$ cat src/hw/rtl/rmq_pkg.sv
// Shared types, constants and helpers for the rotation matrix to quaternion block.
`timescale 1ns / 1ps
`default_nettype none
package rmq_pkg;

    localparam int FRAC_BITS_DEF = 30;   // fraction bits of the fixed-point format
    localparam int DATA_W        = 32;   // width of every matrix entry and quaternion field
    localparam int NUM_W         = 33;   // signed sum or difference of two entries
    localparam int QUOT_W        = 33;   // quotient bits kept before saturation
    localparam int EPS_W         = 31;
    localparam int QUEUE_DEPTH   = 2;
    localparam logic [EPS_W-1:0] EPS_RESET = 31'd1074;
    localparam logic [DATA_W-1:0] Q_MAX = 32'h7FFF_FFFF;
    localparam logic [DATA_W-1:0] Q_MIN = 32'h8000_0000;

    typedef enum logic [1:0] {
        BR_TRACE = 2'd0,
        BR_X     = 2'd1,
        BR_Y     = 2'd2,
        BR_Z     = 2'd3
    } branch_t;

    // Three quotient slots: the non-dominant components in x, y, z, w order.
    typedef struct packed {
        branch_t                    branch;
        logic                       bad;
        logic [2:0]                 num_neg;
        logic [2:0][NUM_W-1:0]      num_mag;
    } meta_t;

    // Sum or difference of two entries, returned as {sign, magnitude}.
    function automatic logic [NUM_W:0] num_term(input logic signed [DATA_W-1:0] a,
                                                input logic signed [DATA_W-1:0] b,
                                                input logic sub);
        logic signed [NUM_W-1:0] v;
        logic [NUM_W-1:0] mag;
        v = sub ? (NUM_W'(a) - NUM_W'(b)) : (NUM_W'(a) + NUM_W'(b));
        mag = v[NUM_W-1] ? NUM_W'(-v) : NUM_W'(v);
        return {v[NUM_W-1], mag};
    endfunction

endpackage
`default_nettype wire

$ cat src/hw/rtl/rmq_front.sv
// Front end: accepts a matrix, picks the branch, forms radicand and numerators.
`timescale 1ns / 1ps
`default_nettype none
module rmq_front #(
    parameter int FRAC_BITS = rmq_pkg::FRAC_BITS_DEF,
    parameter int RAD_W     = 34
) (
    input  wire logic                          aclk,
    input  wire logic                          aresetn,
    input  wire logic                          s_tvalid,
    output logic                               s_tready,
    input  wire logic [9*rmq_pkg::DATA_W-1:0]  s_tdata,
    input  wire logic [rmq_pkg::EPS_W-1:0]     epsilon,
    output logic                               out_valid,
    input  wire logic                          out_ready,
    output rmq_pkg::meta_t                     out_meta,
    output logic [RAD_W-1:0]                   out_rad
);
    import rmq_pkg::*;

    localparam int SUM_W = RAD_W + 1;
    localparam logic signed [SUM_W-1:0] ONE =
        {{(SUM_W-FRAC_BITS-1){1'b0}}, 1'b1, {FRAC_BITS{1'b0}}};

    logic signed [DATA_W-1:0] a00, a01, a02, a10, a11, a12, a20, a21, a22;
    logic signed [SUM_W-1:0]  e00, e11, e22, t, rad, eps_ext;
    branch_t                  branch;
    logic [NUM_W:0]           d12, d20, d01, p01, p20, p12;
    meta_t                    meta_next;
    logic [RAD_W-1:0]         rad_next;
    logic                     valid_reg;
    meta_t                    meta_reg;
    logic [RAD_W-1:0]         rad_reg;

    assign a00 = s_tdata[0*DATA_W +: DATA_W];
    assign a01 = s_tdata[1*DATA_W +: DATA_W];
    assign a02 = s_tdata[2*DATA_W +: DATA_W];
    assign a10 = s_tdata[3*DATA_W +: DATA_W];
    assign a11 = s_tdata[4*DATA_W +: DATA_W];
    assign a12 = s_tdata[5*DATA_W +: DATA_W];
    assign a20 = s_tdata[6*DATA_W +: DATA_W];
    assign a21 = s_tdata[7*DATA_W +: DATA_W];
    assign a22 = s_tdata[8*DATA_W +: DATA_W];

    assign e00 = SUM_W'(a00);
    assign e11 = SUM_W'(a11);
    assign e22 = SUM_W'(a22);
    assign t       = ONE + e00 + e11 + e22;
    assign eps_ext = $signed(SUM_W'(epsilon));

    assign d12 = num_term(a12, a21, 1'b1);
    assign d20 = num_term(a20, a02, 1'b1);
    assign d01 = num_term(a01, a10, 1'b1);
    assign p01 = num_term(a01, a10, 1'b0);
    assign p20 = num_term(a20, a02, 1'b0);
    assign p12 = num_term(a12, a21, 1'b0);

    always_comb begin
        if (t > eps_ext) begin
            branch = BR_TRACE;
            rad    = t;
        end else if (a00 > a11 && a00 > a22) begin
            branch = BR_X;
            rad    = ONE + e00 - e11 - e22;
        end else if (a11 > a22) begin
            branch = BR_Y;
            rad    = ONE + e11 - e00 - e22;
        end else begin
            branch = BR_Z;
            rad    = ONE + e22 - e00 - e11;
        end
    end

    always_comb begin
        logic [2:0][NUM_W:0] slot;
        unique case (branch)
            BR_TRACE: slot = {d01, d20, d12};
            BR_X:     slot = {d12, p20, p01};
            BR_Y:     slot = {d20, p12, p01};
            BR_Z:     slot = {d01, p12, p20};
            default:  slot = {d01, d20, d12};
        endcase
        meta_next.branch = branch;
        meta_next.bad    = rad[SUM_W-1] || (rad == '0);
        for (int i = 0; i < 3; i++) begin
            meta_next.num_neg[i] = slot[i][NUM_W];
            meta_next.num_mag[i] = slot[i][NUM_W-1:0];
        end
        rad_next = rad[RAD_W-1:0];
    end

    assign s_tready = !valid_reg || out_ready;

    always_ff @(posedge aclk) begin
        if (!aresetn) begin
            valid_reg <= 1'b0;
        end else if (s_tready) begin
            valid_reg <= s_tvalid;
        end
    end

    always_ff @(posedge aclk) begin
        if (s_tready && s_tvalid) begin
            meta_reg <= meta_next;
            rad_reg  <= rad_next;
        end
    end

    assign out_valid = valid_reg;
    assign out_meta  = meta_reg;
    assign out_rad   = rad_reg;

endmodule
`default_nettype wire

$ cat config.mk
export PLATFORM = sky130hd
export DESIGN_NAME = rmq_front
export DESIGN_NICKNAME = d
export VERILOG_FILES = /design/src/hw/rtl/rmq_pkg.sv /design/src/hw/rtl/rmq_front.sv
export SDC_FILE = /design/constraint.sdc
export NUM_CORES = 2
export LEC_CHECK = 0
export ABC_AREA = 1
export BUFFER_PORTS_ARGS = -buffer_cell sky130_fd_sc_hd__buf_4
export CORE_AREA = 5 5 357 359
export CTS_CLUSTER_DIAMETER = 60
export CTS_CLUSTER_SIZE = 25
export DETAILED_ROUTE_END_ITERATION = 8
export DIE_AREA = 0 0 362 364
export SLEW_MARGIN = 25
export SYNTH_ARGS = -nofsm -noshare
export SYNTH_HDL_FRONTEND = slang
export SYNTH_SLANG_ARGS = --single-unit
$ cat constraint.sdc
create_clock -name aclk -period 10.54 [get_ports aclk]
set_input_delay 2.108 -clock aclk [delete_from_list [all_inputs] [get_ports aclk]]
set_output_delay 2.108 -clock aclk [all_outputs]
set_load 0.01 [all_outputs]
### Yosys cells after proc, flatten, opt, wreduce, memory -nomap -nowiden

Cells that the tools add are included.

| word-level totals | value |
|---|---|
| bits of input ports | 323 |
| register bits after elaboration | 140 |
| output and inout bits | 141 |

| operators by class | value |
|---|---|
| mux-type cells | 13 |
| add/sub/neg operators | 23 |
| equality and inequality tests | 3 |
| order comparisons | 4 |
| reduce and logical (&&, ||, !) cells | 7 |

Operators by type and width:

| cell | count |
|---|---|
| case mux 102 bit (4 select lines) | 1 |
| 2-to-1 mux 33 bit | 6 |
| negator 33 bit | 6 |
| 2-to-1 mux 35 bit | 3 |
| subtractor 34 x 32 -> 35 bit | 3 |
| subtractor 33 x 32 -> 34 bit | 3 |
| adder 32 x 32 -> 33 bit | 3 |
| adder 32 x 32 -> 33 bit (first input constant) | 3 |
| subtractor 32 x 32 -> 33 bit | 3 |
| greater-than comparator 32 bit | 3 |
| adder 34 x 32 -> 35 bit | 1 |
| greater-than comparator 35 x 32 -> 1 bit | 1 |
| logical NOT 35 bit | 1 |
| adder 33 x 32 -> 34 bit | 1 |
| equality test 2 bit (second input constant) | 2 |
| 2-to-1 mux 2 bit | 2 |
| equality test 2 x 1 -> 1 bit (second input constant) | 1 |
| logical AND 1 bit | 2 |
| logical NOT 2 bit | 1 |
| logical OR 1 bit | 2 |
| logical NOT 1 bit | 1 |
| 2-to-1 mux 1 bit | 1 |

### Longest topological paths before layout

| logic depth | value |
|---|---|
| word-level depth | 8 |
| depth in mapped cells | 39 |
| gate-level depth less buffers | 38 |

### Worst setup path before layout

Ideal clock, no wire load.

| timing path | value |
|---|---|
| path kind | input port to flip-flop |
| from | in s_tvalid |
| to | reg meta_reg (netlist bit out_meta[0]), enable pin |
| stages on the path | 2 |
| data required time | 9.857 ns |
| data arrival time | 8.834 ns |
| setup slack | 1.023 ns |
| path buffers | 0 |
| library setup time | 0.683 ns |
| cell sequence | inv_1 -> a21oi_1 |

| on the way | value |
|---|---|
| cells in the longest elaborated chain, start to end | 1 |

RTL lines:

| item | line | source |
|---|---|---|
| start: declaration | rmq_front.sv:10 | `input wire logic s_tvalid,` |
| logical AND 1 bit | rmq_front.sv:103 | `if (s_tready && s_tvalid) begin` |
| end signal: assignment | rmq_front.sv:104 | `meta_reg <= meta_next;` |
| end: declaration | rmq_front.sv:32 | `meta_t meta_reg;` |

No other way between the ends.
A chain may end at the register's enable or synchronous reset.

==> metrics.cfg <==
[yosys]
synth_top_cell_by_area = ha_1
synthFlopType = edfxtp_1
yosysTopAreaCellShare_pct = 17.9
avgSynthCellArea_um2 = 6.31
post-synth-top-count-cell = nand2_1
yosys-top-cells-count = nand2_1 (1,643), inv_1 (1,049), nor2_1 (775)
ys_seq_area_share_pct = 9.77
ys_top_cells_by_area = ha_1 (18%), nand2_1 (14%), edfxtp_1 (9.7%)
syn_area_um2 = 42900
ys_warn_count = 0
ys_ff_latch = 140
yosys.cell_types.count = 74
synthCells = 6804
synthesis.nets = 7880
async_flop_share_pct = 0
synth-edff-count = 139

[clock_network]
postCtsSetupBuffers = 0
h-tree-depth = 4
clock_latency_ns = 0.46
clock-root-buffer = clkbuf_16
cts_resized = 0
cts_tree = yes
hold_buffers = 0
cts_made_buffers = 17
cts.sinks = 140
clock_path_buffers = 2
clkTransAtPathRegs_ns = 0.08

[die]
num_rows = 129
dieWidth_um = 362
core_um2 = 123000
ioPinCount = 464
die_y_um = 364
die_area_um2 = 132000
start_util_pct = 34.8

[global_route]
grt_max_degree = 78
antenna_found_initial = 10
overflow = 0
grt_pass1_wl_um = 291000
grt_pass1_vias = 44600
grtUsageTotal_pct = 29.3

[sta]
max_clock_freq_mhz = 118
hold_slack_ns = 0.569
slew_headroom_pct = 34.8
finalHoldViolations = 0
fin_skew_ns = 0.0199
fin_crit_sh_pct = 80.4
fin_crit_ns = 8.47
finalSetupViolCount = 0
rsz0062_at_grt = no
fin_setup_tns_ns = 0
worstMarginPinSlew_ns = 0.968
final_max_slew_viol_count = 0

[placed_design]
port_buffers = 463
gp_congestion = 1.04
hpwl_um = 178000

[power]
power_density_nw_per_um2 = 152
ir_worst_vdd_uv = 127
sw_frac_of_total_pct = 59.2
p_int_uw = 2990
p_sw_uw = 4350
p_seq_share_pct = 16.2
total_power_uw = 7340
leakage_uw = 0.0246
comb_power_share_pct = 75.3
clockPowerShare_pct = 8.5

[final_layout]
areaGrowthSynthToFinish_pct = 12.7
final_layout_size_suffix_gt1_share_pct = 10.1
fillCellCount = 13500
nNetsFinal = 8229
final_core_util_pct = 39.2

[setup_path]
worst_setup_path_end_kind = register
cp.arrival_ns = 8.64
slowest_stage = fa_1
cp.required_ns = 10.71
worst_path_most_repeated_cell = nand2_1
critPathMaxFanout = 72
crit_type = in -> reg
slowest_delay_ns = 0.61
start_kind = input port
r2r_slack_ns = 8.01

[route]
routed_via_density = 5.35
wirelength_um = 203000
ant_nets = 0
drc = 0
vias = 47200
dr.pass1.iters = 6
drt_iter0_markers = 4752
wire_per_inst_um = 23.1

[status]
status = complete, no violations

[job]
cap_viol_max_count = 0

[worst_hold_path]
hp-class = reg -> reg

-- state kept, by name, indices dropped and copies added, names as in the netlist --
signal and flops:
out_rad 34, out_valid 1, out_meta 105
-- cell type report --
class	instances	area (µm²)	share of cell area, %
multi-input combinational	5429	33800	70.0
sequential	140	4190	8.67
inverter	1090	4090	8.47
timing repair buffer	475	3570	7.38
tap	1637	2050	4.24
clock buffer	17	425	0.880
clock inverter	15	155	0.321
antenna	6	15.0	0.0311
-- critical path: cells and delay by family --
family	cells	cell delay (ns)
simple gates	21	3.26
fa+ha+maj	3	1.35
buf+inv	5	0.61
compound gates	6	1.18
-- layer usage --
layer  up-vias  share of wire [%]  global-route usage [%]
li1      22600                  -                       -
met1     22200                 41                    37.9
met2      2085                 46                    48.9
met3       334                7.9                    4.37
met4         6                5.1                    12.2
met5         -              0.098                       0
-- stage by stage --
stage	setup slack, ns	area [µm²]	cells
after floorplan	1.02	42900	6804
after detailed placement	1.74	47700	8771
after global routing	1.66	48300	8804
after CTS	2.20	48300	8803
after global placement	1.83	47700	8771
final	2.07	48300	8809
-- power by group through the flow --
stage	clock network (µW)	logic (µW)	registers, µW
5_1_grt	649	5960	1180
4_1_cts	628	5410	1180
6_report	623	5520	1190
3_5_place_dp	0	5380	1180
2_1_floorplan	0	3300	1090
3_3_place_gp	0	5370	1190
-- final timing paths --
kind / startpoint / endpoint / cells past startpoint
min reg2reg: out_valid$_SDFFE_PN0N_ / out_valid$_SDFFE_PN0N_ / 2
max reg2reg: out_valid$_SDFFE_PN0N_ / out_rad[28]$_DFFE_PP_ / 3
max: s_tdata[9] / out_meta[2]$_DFFE_PP_ / 35
min: out_valid$_SDFFE_PN0N_ / out_valid$_SDFFE_PN0N_ / 2
-- logic make-up (layout without fill, tap and decap cells) --
kind of cell / after synthesis / in the layout / synth area share (%)
AOI/OAI and AO/OA: 998 / 998 / 13.7
xor gates and xnor gates: 337 / 337 / 7.25
adders and majority gates: 753 / 753 / 24.4
buffers and inverters: 1235 / 1597 / 11.4
DFF: 140 / 140 / 9.77
other: 0 / 6 / 0
and+or+nand+nor: 3341 / 3341 / 33.5
-- cells in the final DEF (no fill, tap or decap), types with 55 or more instances in the layout --
master	n
nand2_1	1643
inv_1	1049
nor2_1	775
ha_1	614
nand3_1	500
buf_4	474
a21oi_1	410
xor2_1	253
o21ai_0	246
fa_1	139
edfxtp_1	139
nand4_1	123
nor3_1	106
xnor2_1	63
o21bai_1	55
Note: power is estimated with default switching activity, not from simulation.
