[src/hw/rtl/rmq_pkg.sv]
// Shared types, constants and helpers for the rotation matrix to quaternion block.
`timescale 1ns / 1ps
`default_nettype none
package rmq_pkg;

    localparam int FRAC_BITS_DEF = 30;   // fraction bits of the fixed-point format
    localparam int DATA_W        = 32;   // width of every matrix entry and quaternion field
    localparam int NUM_W         = 33;   // signed sum or difference of two entries
    localparam int QUOT_W        = 33;   // quotient bits kept before saturation
    localparam int EPS_W         = 31;
    localparam int QUEUE_DEPTH   = 2;
    localparam logic [EPS_W-1:0] EPS_RESET = 31'd1074;
    localparam logic [DATA_W-1:0] Q_MAX = 32'h7FFF_FFFF;
    localparam logic [DATA_W-1:0] Q_MIN = 32'h8000_0000;

    typedef enum logic [1:0] {
        BR_TRACE = 2'd0,
        BR_X     = 2'd1,
        BR_Y     = 2'd2,
        BR_Z     = 2'd3
    } branch_t;

    // Three quotient slots: the non-dominant components in x, y, z, w order.
    typedef struct packed {
        branch_t                    branch;
        logic                       bad;
        logic [2:0]                 num_neg;
        logic [2:0][NUM_W-1:0]      num_mag;
    } meta_t;

    // Sum or difference of two entries, returned as {sign, magnitude}.
    function automatic logic [NUM_W:0] num_term(input logic signed [DATA_W-1:0] a,
                                                input logic signed [DATA_W-1:0] b,
                                                input logic sub);
        logic signed [NUM_W-1:0] v;
        logic [NUM_W-1:0] mag;
        v = sub ? (NUM_W'(a) - NUM_W'(b)) : (NUM_W'(a) + NUM_W'(b));
        mag = v[NUM_W-1] ? NUM_W'(-v) : NUM_W'(v);
        return {v[NUM_W-1], mag};
    endfunction

endpackage
`default_nettype wire

[src/hw/rtl/rmq_fifo.sv]
// Short queue between the front end and the arithmetic back end.
`timescale 1ns / 1ps
`default_nettype none
module rmq_fifo #(
    parameter int WIDTH = 8,
    parameter int DEPTH = rmq_pkg::QUEUE_DEPTH
) (
    input  wire logic             aclk,
    input  wire logic             aresetn,
    input  wire logic             in_valid,
    output logic                  in_ready,
    input  wire logic [WIDTH-1:0] in_data,
    output logic                  out_valid,
    input  wire logic             out_ready,
    output logic [WIDTH-1:0]      out_data
);
    import rmq_pkg::*;

    localparam int PTR_W = (DEPTH > 1) ? $clog2(DEPTH) : 1;
    localparam int CNT_W = $clog2(DEPTH + 1);

    logic [WIDTH-1:0] mem_reg [DEPTH];
    logic [PTR_W-1:0] wr_ptr_reg, rd_ptr_reg, wr_ptr_next, rd_ptr_next;
    logic [CNT_W-1:0] count_reg, count_next;
    logic             push, pop;

    assign in_ready  = (count_reg != CNT_W'(DEPTH));
    assign out_valid = (count_reg != '0);
    assign push      = in_valid && in_ready;
    assign pop       = out_valid && out_ready;
    assign out_data  = mem_reg[rd_ptr_reg];

    always_comb begin
        wr_ptr_next = wr_ptr_reg;
        rd_ptr_next = rd_ptr_reg;
        count_next  = count_reg;
        if (push) begin
            wr_ptr_next = (wr_ptr_reg == PTR_W'(DEPTH - 1)) ? '0 : wr_ptr_reg + 1'b1;
        end
        if (pop) begin
            rd_ptr_next = (rd_ptr_reg == PTR_W'(DEPTH - 1)) ? '0 : rd_ptr_reg + 1'b1;
        end
        if (push && !pop) begin
            count_next = count_reg + 1'b1;
        end else if (pop && !push) begin
            count_next = count_reg - 1'b1;
        end
    end

    always_ff @(posedge aclk) begin
        if (!aresetn) begin
            wr_ptr_reg <= '0;
            rd_ptr_reg <= '0;
            count_reg  <= '0;
        end else begin
            wr_ptr_reg <= wr_ptr_next;
            rd_ptr_reg <= rd_ptr_next;
            count_reg  <= count_next;
        end
    end

    always_ff @(posedge aclk) begin
        if (push) begin
            mem_reg[wr_ptr_reg] <= in_data;
        end
    end

endmodule
`default_nettype wire

[config.mk]
export PLATFORM = sky130hd
export DESIGN_NAME = rmq_fifo
export DESIGN_NICKNAME = d
export VERILOG_FILES = /design/src/hw/rtl/rmq_pkg.sv /design/src/hw/rtl/rmq_fifo.sv
export SDC_FILE = /design/constraint.sdc
export NUM_CORES = 1
export LEC_CHECK = 0
export BUFFER_PORTS_ARGS = -buffer_cell sky130_fd_sc_hd__buf_2
export CAP_MARGIN = 25
export CORE_ASPECT_RATIO = 0.6
export CORE_MARGIN = 2
export CORE_UTILIZATION = 33
export DETAILED_ROUTE_END_ITERATION = 10
export HOLD_SLACK_MARGIN = 0.15
export PLACE_DENSITY_LB_ADDON = 0.3
export SYNTH_ARGS = -nofsm -noshare
export SYNTH_HDL_FRONTEND = slang
export SYNTH_SLANG_ARGS = --single-unit
[constraint.sdc]
create_clock -name aclk -period 1.6 [get_ports aclk]
set_input_delay 0.24 -clock aclk [delete_from_list [all_inputs] [get_ports aclk]]
set_output_delay 0.24 -clock aclk [all_outputs]
set_load 0.02 [all_outputs]
Word level (Yosys, flattened, before mapping). Memories as Yosys holds them, arrays and structs flattened. A register that Yosys moved wholly into a read port is not among the register bits. Cells that the tools add are included. W data, S select, Z words.

Register bits: 4. Word-level logic and storage cells: 25. Memory bits (writable): 16. Input bits: 12. Memories kept: 1. Output and inout port bits: 10.

$add $sub $neg: 4. Reduce and logical (&&, ||, !) cells: 8. Equality and inequality tests: 1. Muxes and demuxes: 8.

Memory list: mem_reg (depth 2, bits a word 8, rd ports 1, clocked after memory_dff 1, wr ports 1, line rmq_fifo.sv:22) `logic [WIDTH-1:0] mem_reg [DEPTH];`.

Operators with widths (count): $mux W1 (6); $logic_and A1 B1 Y1 (4); $mux W2 (2); $reduce_bool A2 Y1 (2); $add A1 B1 Y1 const B (2); $add A2 B1 Y2 const B (1); $logic_not A1 Y1 (2); $ne A2 B2 Y1 const B (1); $sub A2 B1 Y2 const B (1).

Logic depth before layout (Yosys ltp). Gate-level depths: netlist of the first run.

Depth in word-level cells: 6. Mapped depth: 6. Gate-level depth less buffers: 6.

Worst setup path after synthesis of the first run. OpenSTA, ideal clock, no wires.

Kind: flip-flop to flip-flop. Start: reg count_reg[0]. End: reg count_reg[1]. Library setup time: 0.070 ns. Setup slack: 0.076 ns. Data arrival time: 1.454 ns. Clock period less this slack: 1.524 ns. Cell stages (with the launch flop): 6. Data required time: 1.530 ns. Path buffers: 0. Cell sequence: dfxtp_1 nand2b_4 and2_1 ha_1 or3_1 a21oi_1.

Word-level cells in the longest chain between the ends: 5. Elaborated cells on any way between the ends: 13. Classes of those cells: 2 x add/sub; 1 x eq/ne; 2 x mux; 8 x reduce/logical.

RTL lines: start: declaration (line rmq_fifo.sv:24) `logic [CNT_W-1:0] count_reg, count_next;`; start signal: assignment (line rmq_fifo.sv:58) `count_reg <= count_next;`; $ne A2 B2 Y1 * (line rmq_fifo.sv:27) `assign in_ready = (count_reg != CNT_W'(DEPTH));`; named net in_ready (line rmq_fifo.sv:11) `output logic in_ready,`; $logic_and A1 B1 Y1 * (line rmq_fifo.sv:29) `assign push = in_valid && in_ready;`; $logic_not A1 Y1 (line rmq_fifo.sv:45) `end else if (pop && !push) begin`; $logic_and A1 B1 Y1 (line rmq_fifo.sv:45); $reduce_bool A2 Y1 (no line).

The timed path passes the listed nets; every way through them passes the cells marked *. The select of a mux whose other input is x is not followed. A chain may end at the register's enable or synchronous reset.

Worst setup path after layout of the first run.
Start: reg count_reg[0]. End: reg count_reg[1].

Word-level cells in the longest chain between the ends: 5. Elaborated cells on any way between the ends: 13. Classes of those cells: 2 x add/sub; 1 x eq/ne; 2 x mux; 8 x reduce/logical.

RTL lines: branches (longest 5 deep; another with $sub A2 B1 Y2).

Several ways; the timed one is not identified. The select of a mux whose other input is x is not followed.

==> impl_metrics.yaml, run 1 <==
logic_synthesis:
  synth_top_area_cell: "edfxtp_1"
  synth_area_leaders: "edfxtp_1 (59%), dfxtp_1 (12%), mux2_2 (11%)"
  syn_inst: 50
  synthTopCellsByCount: "edfxtp_1 (16), mux2_2 (8), dfxtp_1 (5)"
  synthArstFlopShare_pct: 0
  ys_warn_count: 0
  ys_ff_latch: 21
  yosys.area.top_type_share_pct: 59.4
  synth-edff-count: 16
  syn_nets: 63
  postSynthAreaPerCell_um2: 16.2
  synthesis.area_um2: 810
  synth_most_common_cell: "edfxtp_1"
  seq_area_frac_synth_pct: 71.7
  ys_types: 17
  yosys_most_used_dff: "edfxtp_1"
hold_path:
  min_path_type: "in2reg"
placed_design:
  place_ws_ns: 0.0378
  portBuffers: 21
  hpwl_um: 897
  place_area_um2: 955
  place.gp.congestion: 0.760
power_and_ir_drop:
  pwr-share-comb_pct: 32.9
  switching_power_uw: 518
  p_seq_share_pct: 47.2
  p_int_mw: 1.13
  switching_share_pct: 31.4
  power_density_nw_per_um2: 1620
  leakage_nw: 0.401
  max-vdd-ir-drop_mv: 0.709
  clock_power_share_pct: 19.9
outcome:
  status: "finished, final reports clean"
worst_setup_path:
  worstPathArrival_ns: 1.70
  crit_type: "reg2reg"
  start_kind: "register"
  critPathCaptureType: "register"
  crit_path_max_fanout: 5
  crit_required_ns: 1.78
sta:
  finalSetupTns_ns: 0
  maxSlewViolCount: 0
  finalHoldViolCount: 0
  setup_violations: 0
  skew_ns: 0.00182
  rsz0062_at_grt: "false"
  finalCritPeriodShare_pct: 94.8
  clock.fmax_ghz: 0.659
  slew_headroom_pct: 72.7
  fin_crit_ns: 1.52
  worst-slew-pin-transition_ns: 0.409
  worst_slack_ns: 0.0834
floorplan:
  start_util_pct: 36.1
  ios: 22
  rows: 13
  chipHeight_um: 42.4
  die_area_um2: 2880
  coreArea_um2: 2240
  dieWidth_um: 67.9
route:
  viasPerCell: 4.34
  initialDrtViolationCount: 24
  drt_wl_total_mm: 1.28
  vias: 456
  dr.pass1.iters: 4
  routedWlPerCell_um: 12.2
  drc: 0
  postRouteAntennaNets: 0
layout:
  fin_area_um2: 1020
  antennaDiodeCount: 0
  syn2layout_area_growth_pct: 25.5
  nets: 89
  post-route-util_pct: 45.3
  drive_above_1_share_pct: 53.3
  largest_reg_flops: 16
clocking:
  clock-root-buffer: "clkbuf_8"
  cts-buffers-inserted: 3
  clk_pin_slew_ns: 0.07
  clockBufferDepth: 2
  hold_buffers: 0
  clock_sinks: 21
  cts_tree: "built"
  h-tree-depth: 1
  worstSkewPairLatency_ns: 0.25
flow_run:
  drv_cap: 0
global_route:
  overflow: 0
  track_usage_pct: 10.2
  antenna_found_initial: 0
  grt_max_degree: 12
  grt_pass1_vias: 467
  grt_pass1_wl_mm: 2.08
stage by stage:
step	hold WS, ns	instances	power, mW
after global routing	0.165	105	1.76
after global placement	0.431	101	1.29
after detailed placement	0.432	101	1.30
after CTS	0.165	105	1.63
final	0.174	105	1.65
after floorplan	0.339	50	1.14
cell usage in the layout (no fill, tap or decap):
master	instances
a21bo_2	1
a21oi_1	2
and2_1	1
and3_1	1
buf_2	21
buf_4	1
clkbuf_1	1
clkbuf_8	3
dfxtp_1	2
dfxtp_2	3
edfxtp_1	16
ha_4	1
inv_1	2
mux2_2	8
nand2b_4	1
nand3b_1	1
nor2_1	3
o21ai_0	1
o21ai_1	1
or2_2	1
or3_1	1
xor2_1	3
repair_timing:
item / 4_1_cts / 5_1_grt
resized for setup: 1 / 4
endpoints found under the setup margin: 8 / 1
buffers inserted: 0 / 0
layout make-up:
type                    count  area [um^2]
repair buffers             22          113
clock buffers               4         45.0
fillers                   199         1230
inverters                   2         7.51
multi-input cells          26          229
flip-flops and latches     21          584
well taps                  30         37.5
path summary, 6_finish.rpt:
kind	start	endpoint	slack, ns	cells past startpoint
min	in_data[4]	mem_reg[1][4]	0.17	1
max	count_reg[0]	count_reg[1]	0.08	6
max reg2reg	count_reg[0]	count_reg[1]	0.08	6
min reg2reg	rd_ptr_reg	register	0.51	2
power groups by stage:
stage          clock (mW)  sequential (mW)  combinational, mW
6_report            0.329            0.778              0.543
4_1_cts             0.343            0.772              0.518
5_1_grt             0.369            0.791              0.601
3_3_place_gp            0            0.776              0.514
2_1_floorplan           0            0.741              0.402
3_5_place_dp            0            0.781              0.516
cell families after synthesis:
kind of cell    count (synthesis)  share of synthesized area (%)
flops                          21                           71.7
simple gates                    9                           7.11
mux                             8                           11.1
compound gates                  5                           3.71
xor+xnor                        3                           3.25
buf+inv                         3                           1.55
fa+ha+maj                       1                           1.55
layer usage:
layer / part of all wire [%] / vias up / global-route usage (%)
met4: 0 / 0 / 2.40
li1: - / 229 / -
met3: 8.2 / 0 / 5.91
met1: 48 / 210 / 13.3
met2: 44 / 17 / 14.6
met5: 0 / - / 0
critical path, cell delays in order, from the launching register on:
cell and delay [ns]:
dfxtp_2 0.35, nand2b_4 0.15, and2_1 0.18, ha_4 0.16, xor2_1 0.14, or3_1 0.31, a21oi_1 0.15
Power figures use the tool's default switching activity.
==> run 2: changes to the inputs <==
==> constraint.sdc (replaced) <==
create_clock -name aclk -period 1.95 [get_ports aclk]
set_input_delay 0.2925 -clock aclk [delete_from_list [all_inputs] [get_ports aclk]]
set_output_delay 0.2925 -clock aclk [all_outputs]
set_load 0.02 [all_outputs]
==> impl_metrics.yaml, run 2 (synthesis results as in run 1) <==
sta:
  finalCritPeriodShare_pct: 84.2
  skew_ns: 0.00510
  fin_crit_ns: 1.64
  finalSetupTns_ns: 0
  worst-slew-pin-transition_ns: 0.384
  maxSlewViolCount: 0
  finalHoldViolCount: 0
  whs_ns: 0.221
  setup_violations: 0
  slew_headroom_pct: 74.4
  clock.fmax_ghz: 0.609
  rsz0062_at_grt: "false"
outcome:
  status: "finished, final reports clean"
global_route:
  track_usage_pct: 9.25
  grt_max_degree: 12
  grt_pass1_wl_mm: 1.88
  grt_pass1_vias: 440
  overflow: 0
  antenna_found_initial: 0
floorplan:
  rows: 13
  die_area_um2: 2880
  chipHeight_um: 42.4
  coreArea_um2: 2240
  dieWidth_um: 67.9
  start_util_pct: 36.1
  ios: 22
power_and_ir_drop:
  max-vdd-ir-drop_mv: 0.623
  leakage_nw: 0.395
  power_density_nw_per_um2: 1320
route:
  postRouteAntennaNets: 0
  vias: 455
  routedWlPerCell_um: 11.6
  viasPerCell: 4.38
  dr.pass1.iters: 3
  initialDrtViolationCount: 5
  drt_wl_total_mm: 1.21
  drc: 0
clocking:
  worstSkewPairLatency_ns: 0.25
  clk_pin_slew_ns: 0.07
  clock_sinks: 21
  postCtsSetupRepairBufs: 0
  cts_tree: "built"
  clockBufferDepth: 2
  h-tree-depth: 1
  clock-root-buffer: "clkbuf_8"
  ctsResizeCount: 0
  hold_buffers: 0
  cts-buffers-inserted: 3
layout:
  antennaDiodeCount: 0
  mostFrequentLayoutCell: "buf_2"
  fillers: 209
  drive_above_1_share_pct: 47.3
  syn2layout_area_growth_pct: 22.6
  largest_reg_flops: 16
  nets: 88
  final_cell_mix: "buf_2 (21), edfxtp_1 (16), mux2_2 (8), dfxtp_1 (5)"
worst_setup_path:
  crit_family: "flip-flops"
  reg2reg_setup_slack_ns: 0.40
  crit_type: "reg2out"
  crit_required_ns: 1.66
  r2r_cells: 5
  start_kind: "register"
  critPathCaptureType: "primary output"
  max_stage_delay_ns: 0.55
  r2r-start: "count_reg[0]"
  r2r_end: "count_reg[1]"
  path_buf_inv: 1
  cpMaxStageDelayCell: "dfxtp_1"
  crit_path_max_fanout: 8
  worstPathArrival_ns: 1.35
  path_cells: "mux2_2 > buf_2"
placed_design:
  place.gp.congestion: 0.767
  hpwl_um: 915
  portBuffers: 21
hold_path:
  hold_start: "in_data[1]"
  min_path_type: "in2reg"
  hold_depth: 1
  holdPathEnd: "mem_reg[1][1]"
flow_run:
  drv_cap: 0
run 2: power by group:
group / switching (mW) / internal (mW)
sequential: 0.0587 / 0.568
clock: 0.127 / 0.145
combinational: 0.220 / 0.188
run 2: final cells by class:
cell class / count / area (um^2) / share of cell area (%)
inverter: 2 / 7.51 / 0.757
timing repair buffer: 21 / 105 / 10.6
multi-input combinational: 26 / 216 / 21.8
tap: 30 / 37.5 / 3.78
sequential: 21 / 581 / 58.5
clock buffer: 4 / 45.0 / 4.54
run 2: worst max-delay path by stage:
stage | cells past startpoint | startpoint | to | slack [ns]
global placement | 5 | count_reg[0] | count_reg[1] | 0.44
global route | 2 | register | out_data[6] | 0.24
finish | 2 | register | out_data[6] | 0.31
detailed placement | 5 | count_reg[0] | count_reg[1] | 0.40
floorplan | 5 | count_reg[0] | count_reg[1] | 0.43
CTS | 2 | register | out_data[6] | 0.26
run 2: stage by stage:
stage / instances / instance area (um^2) / power (mW) / util [%] / setup slack [ns]
4_1_cts: 104 / 992 / 1.33 / 44.2 / 0.264
3_5_place_dp: 100 / 947 / 1.05 / 42.2 / 0.402
3_3_place_gp: 100 / 947 / 1.05 / 42.2 / 0.438
2_1_floorplan: 50 / 810 / 0.937 / - / 0.426
6_report: 104 / 992 / 1.31 / 44.2 / 0.307
5_1_grt: 104 / 992 / 1.39 / 44.2 / 0.241
run 2: metal layers:
metal  up-vias  global-route usage (%)  wire [um]
met2        18                    14.2        540
met3         0                    5.38        121
li1        229                       -          -
met4         0                    1.20          0
met5         -                       0          0
met1       208                    11.6        548
==> run 3: changes to the inputs <==
--- a/config.mk
+++ b/config.mk
@@ -5,6 +5,7 @@
 export SDC_FILE = /design/constraint.sdc
 export NUM_CORES = 1
 export LEC_CHECK = 0
+export ABC_AREA = 1
 export BUFFER_PORTS_ARGS = -buffer_cell sky130_fd_sc_hd__buf_2
 export CAP_MARGIN = 25
 export CORE_ASPECT_RATIO = 0.6
==> constraint.sdc (replaced) <==
create_clock -name aclk -period 1.7 [get_ports aclk]
set_input_delay 0.255 -clock aclk [delete_from_list [all_inputs] [get_ports aclk]]
set_output_delay 0.255 -clock aclk [all_outputs]
set_load 0.02 [all_outputs]
==> impl_metrics.yaml, run 3 <==
outcome:
  status: "finished, final reports clean"
global_route:
  overflow: 0
  antenna_found_initial: 0
  grt_pass1_vias: 449
  track_usage_pct: 9.47
  grt_pass1_wl_mm: 1.95
  use_met1_pct: 12.2
  use_met3_pct: 4.77
  busiest_layer: "met2"
  use_met2_pct: 13.7
  grt_max_degree: 12
floorplan:
  ios: 22
  start_util_pct: 34.1
  chipHeight_um: 43.0
  die_area_um2: 2960
  coreArea_um2: 2450
  dieWidth_um: 69.0
  rows: 14
flow_run:
  drv_cap: 0
logic_synthesis:
  synth_area_leaders: "edfxtp_1 (57%), dfxtp_1 (12%), mux2_2 (11%)"
  seq_area_frac_synth_pct: 69.5
  synthTopCellsByCount: "edfxtp_1 (16), mux2_2 (8), nor2_1 (8)"
  yosys.area.top_type_share_pct: 57.5
  syn_inst: 62
  synth_top_area_cell: "edfxtp_1"
  yosys_most_used_dff: "edfxtp_1"
  ys_warn_count: 0
  synth-edff-count: 16
  syn_nets: 75
  ys_types: 18
  ys_ff_latch: 21
  postSynthAreaPerCell_um2: 13.5
  synthArstFlopShare_pct: 0
  synth_most_common_cell: "edfxtp_1"
  synthesis.area_um2: 836
sta:
  worst_slack_ns: 0.121
  slew_headroom_pct: 76.3
  finalCritPeriodShare_pct: 92.9
  worst-slew-pin-transition_ns: 0.355
  rsz0062_at_grt: "false"
  setup_violations: 0
  maxSlewViolCount: 0
  clock.fmax_ghz: 0.633
  whs_ns: 0.190
  finalHoldViolCount: 0
  fin_crit_ns: 1.58
  skew_ns: 0.00363
  finalSetupTns_ns: 0
worst_setup_path:
  cpMaxStageDelayCell: "dfxtp_1"
  crit_required_ns: 1.44
  crit_type: "reg2out"
  start_kind: "register"
  worstPathArrival_ns: 1.32
  max_stage_delay_ns: 0.53
  crit_path_max_fanout: 8
  r2r-start: "count_reg[0]"
  critPathCaptureType: "primary output"
  path_cells: "mux2_2 > buf_2"
route:
  initialDrtViolationCount: 10
  viasPerCell: 4.11
  drc: 0
  vias: 493
  postRouteAntennaNets: 0
  dr.pass1.iters: 2
  drt_wl_total_mm: 1.25
  routedWlPerCell_um: 10.4
layout:
  antennaDiodeCount: 0
  mostFrequentLayoutCell: "buf_2"
  regArea_um2: 581
  post-route-util_pct: 42.2
  multi_input_area_um2: 219
  syn2layout_area_growth_pct: 24.0
  stdcell_count: 120
  fillers: 239
  nets: 102
  largest_reg_flops: 16
  final_cell_mix: "buf_2 (21), edfxtp_1 (16), mux2_2 (8), nor2_1 (8)"
  drive_above_1_share_pct: 45.5
clocking:
  cts-buffers-inserted: 3
  h-tree-depth: 1
  clk_pin_slew_ns: 0.07
  cts_tree: "built"
  worstSkewPairLatency_ns: 0.25
  hold_buffers: 0
  clock-root-buffer: "clkbuf_8"
  ctsResizeCount: 0
  postCtsSetupRepairBufs: 0
  clock_sinks: 21
  clockBufferDepth: 2
power_and_ir_drop:
  leakage_nw: 0.428
  max-vdd-ir-drop_mv: 0.700
  power_density_nw_per_um2: 1480
hold_path:
  hold_start: "in_data[3]"
  min_path_type: "in2reg"
placed_design:
  place_ws_ns: 0.370
  dpl.cell_count: 116
  place.gp.congestion: 0.757
  portBuffers: 21
  hpwl_um: 922
## run 3: changes by cell type after synthesis, moves of 2 or more
cell	before	now
inv_1	2	6
nand2_1	0	6
nand2_4	0	2
nor2_1	3	8
xor2_1	3	0
## run 3: through the flow
step | power [mW] | instance area, um^2
finish | 1.54 | 1040
global route | 1.65 | 1040
CTS | 1.56 | 1040
detailed placement | 1.25 | 991
global placement | 1.24 | 991
floorplan | 1.10 | 836
## run 3: area by class of cell
| type | count | area share, % |
|---|---|---|
| multi-input cells | 32 | 21.1 |
| repair buffers | 23 | 11.6 |
| flip-flops and latches | 21 | 56.0 |
| well taps | 32 | 3.86 |
| clock buffers | 4 | 4.35 |
| inverters | 8 | 3.02 |
## run 3: final timing paths
kind,endpoint,slack (ns),cells after the start
max,out_data[6],0.12,2
min,mem_reg[0][3],0.19,1
max reg2reg,count_reg[1],0.37,10
min reg2reg,register,0.50,2
## run 3: worst max-delay path: cells and delay by family, from the launching register on
kind                   cells  cell delay (ns)
buffers and inverters      1             0.16
multiplexers               1             0.38
flip-flops                 1             0.53
## run 3: kinds of logic (layout without fill, tap and decap cells)
family / after synthesis / in the layout / share of synthesized area, %
flip-flops: 21 / 21 / 69.5
AND/OR/NAND/NOR: 19 / 19 / 11.1
buffers and inverters: 9 / 35 / 4.34
multiplexers: 8 / 8 / 10.8
adder cells (fa/ha/maj): 1 / 1 / 1.50
AO/OA/AOI/OAI: 4 / 4 / 2.84
## run 3: where the power goes
| part | total, mW | internal [mW] | switching [mW] |
|---|---|---|---|
| Combinational | 0.506 | 0.208 | 0.298 |
| Clock | 0.307 | 0.166 | 0.141 |
| Sequential | 0.723 | 0.655 | 0.0674 |
## run 3: layer usage
layer / part of all wire [%] / wire length, um / vias up
li1: - / - / 266
met1: 49 / 609 / 217
met2: 46 / 569 / 10
met3: 5.5 / 69 / 0
met4: 0 / 0 / 0
met5: 0 / 0 / -
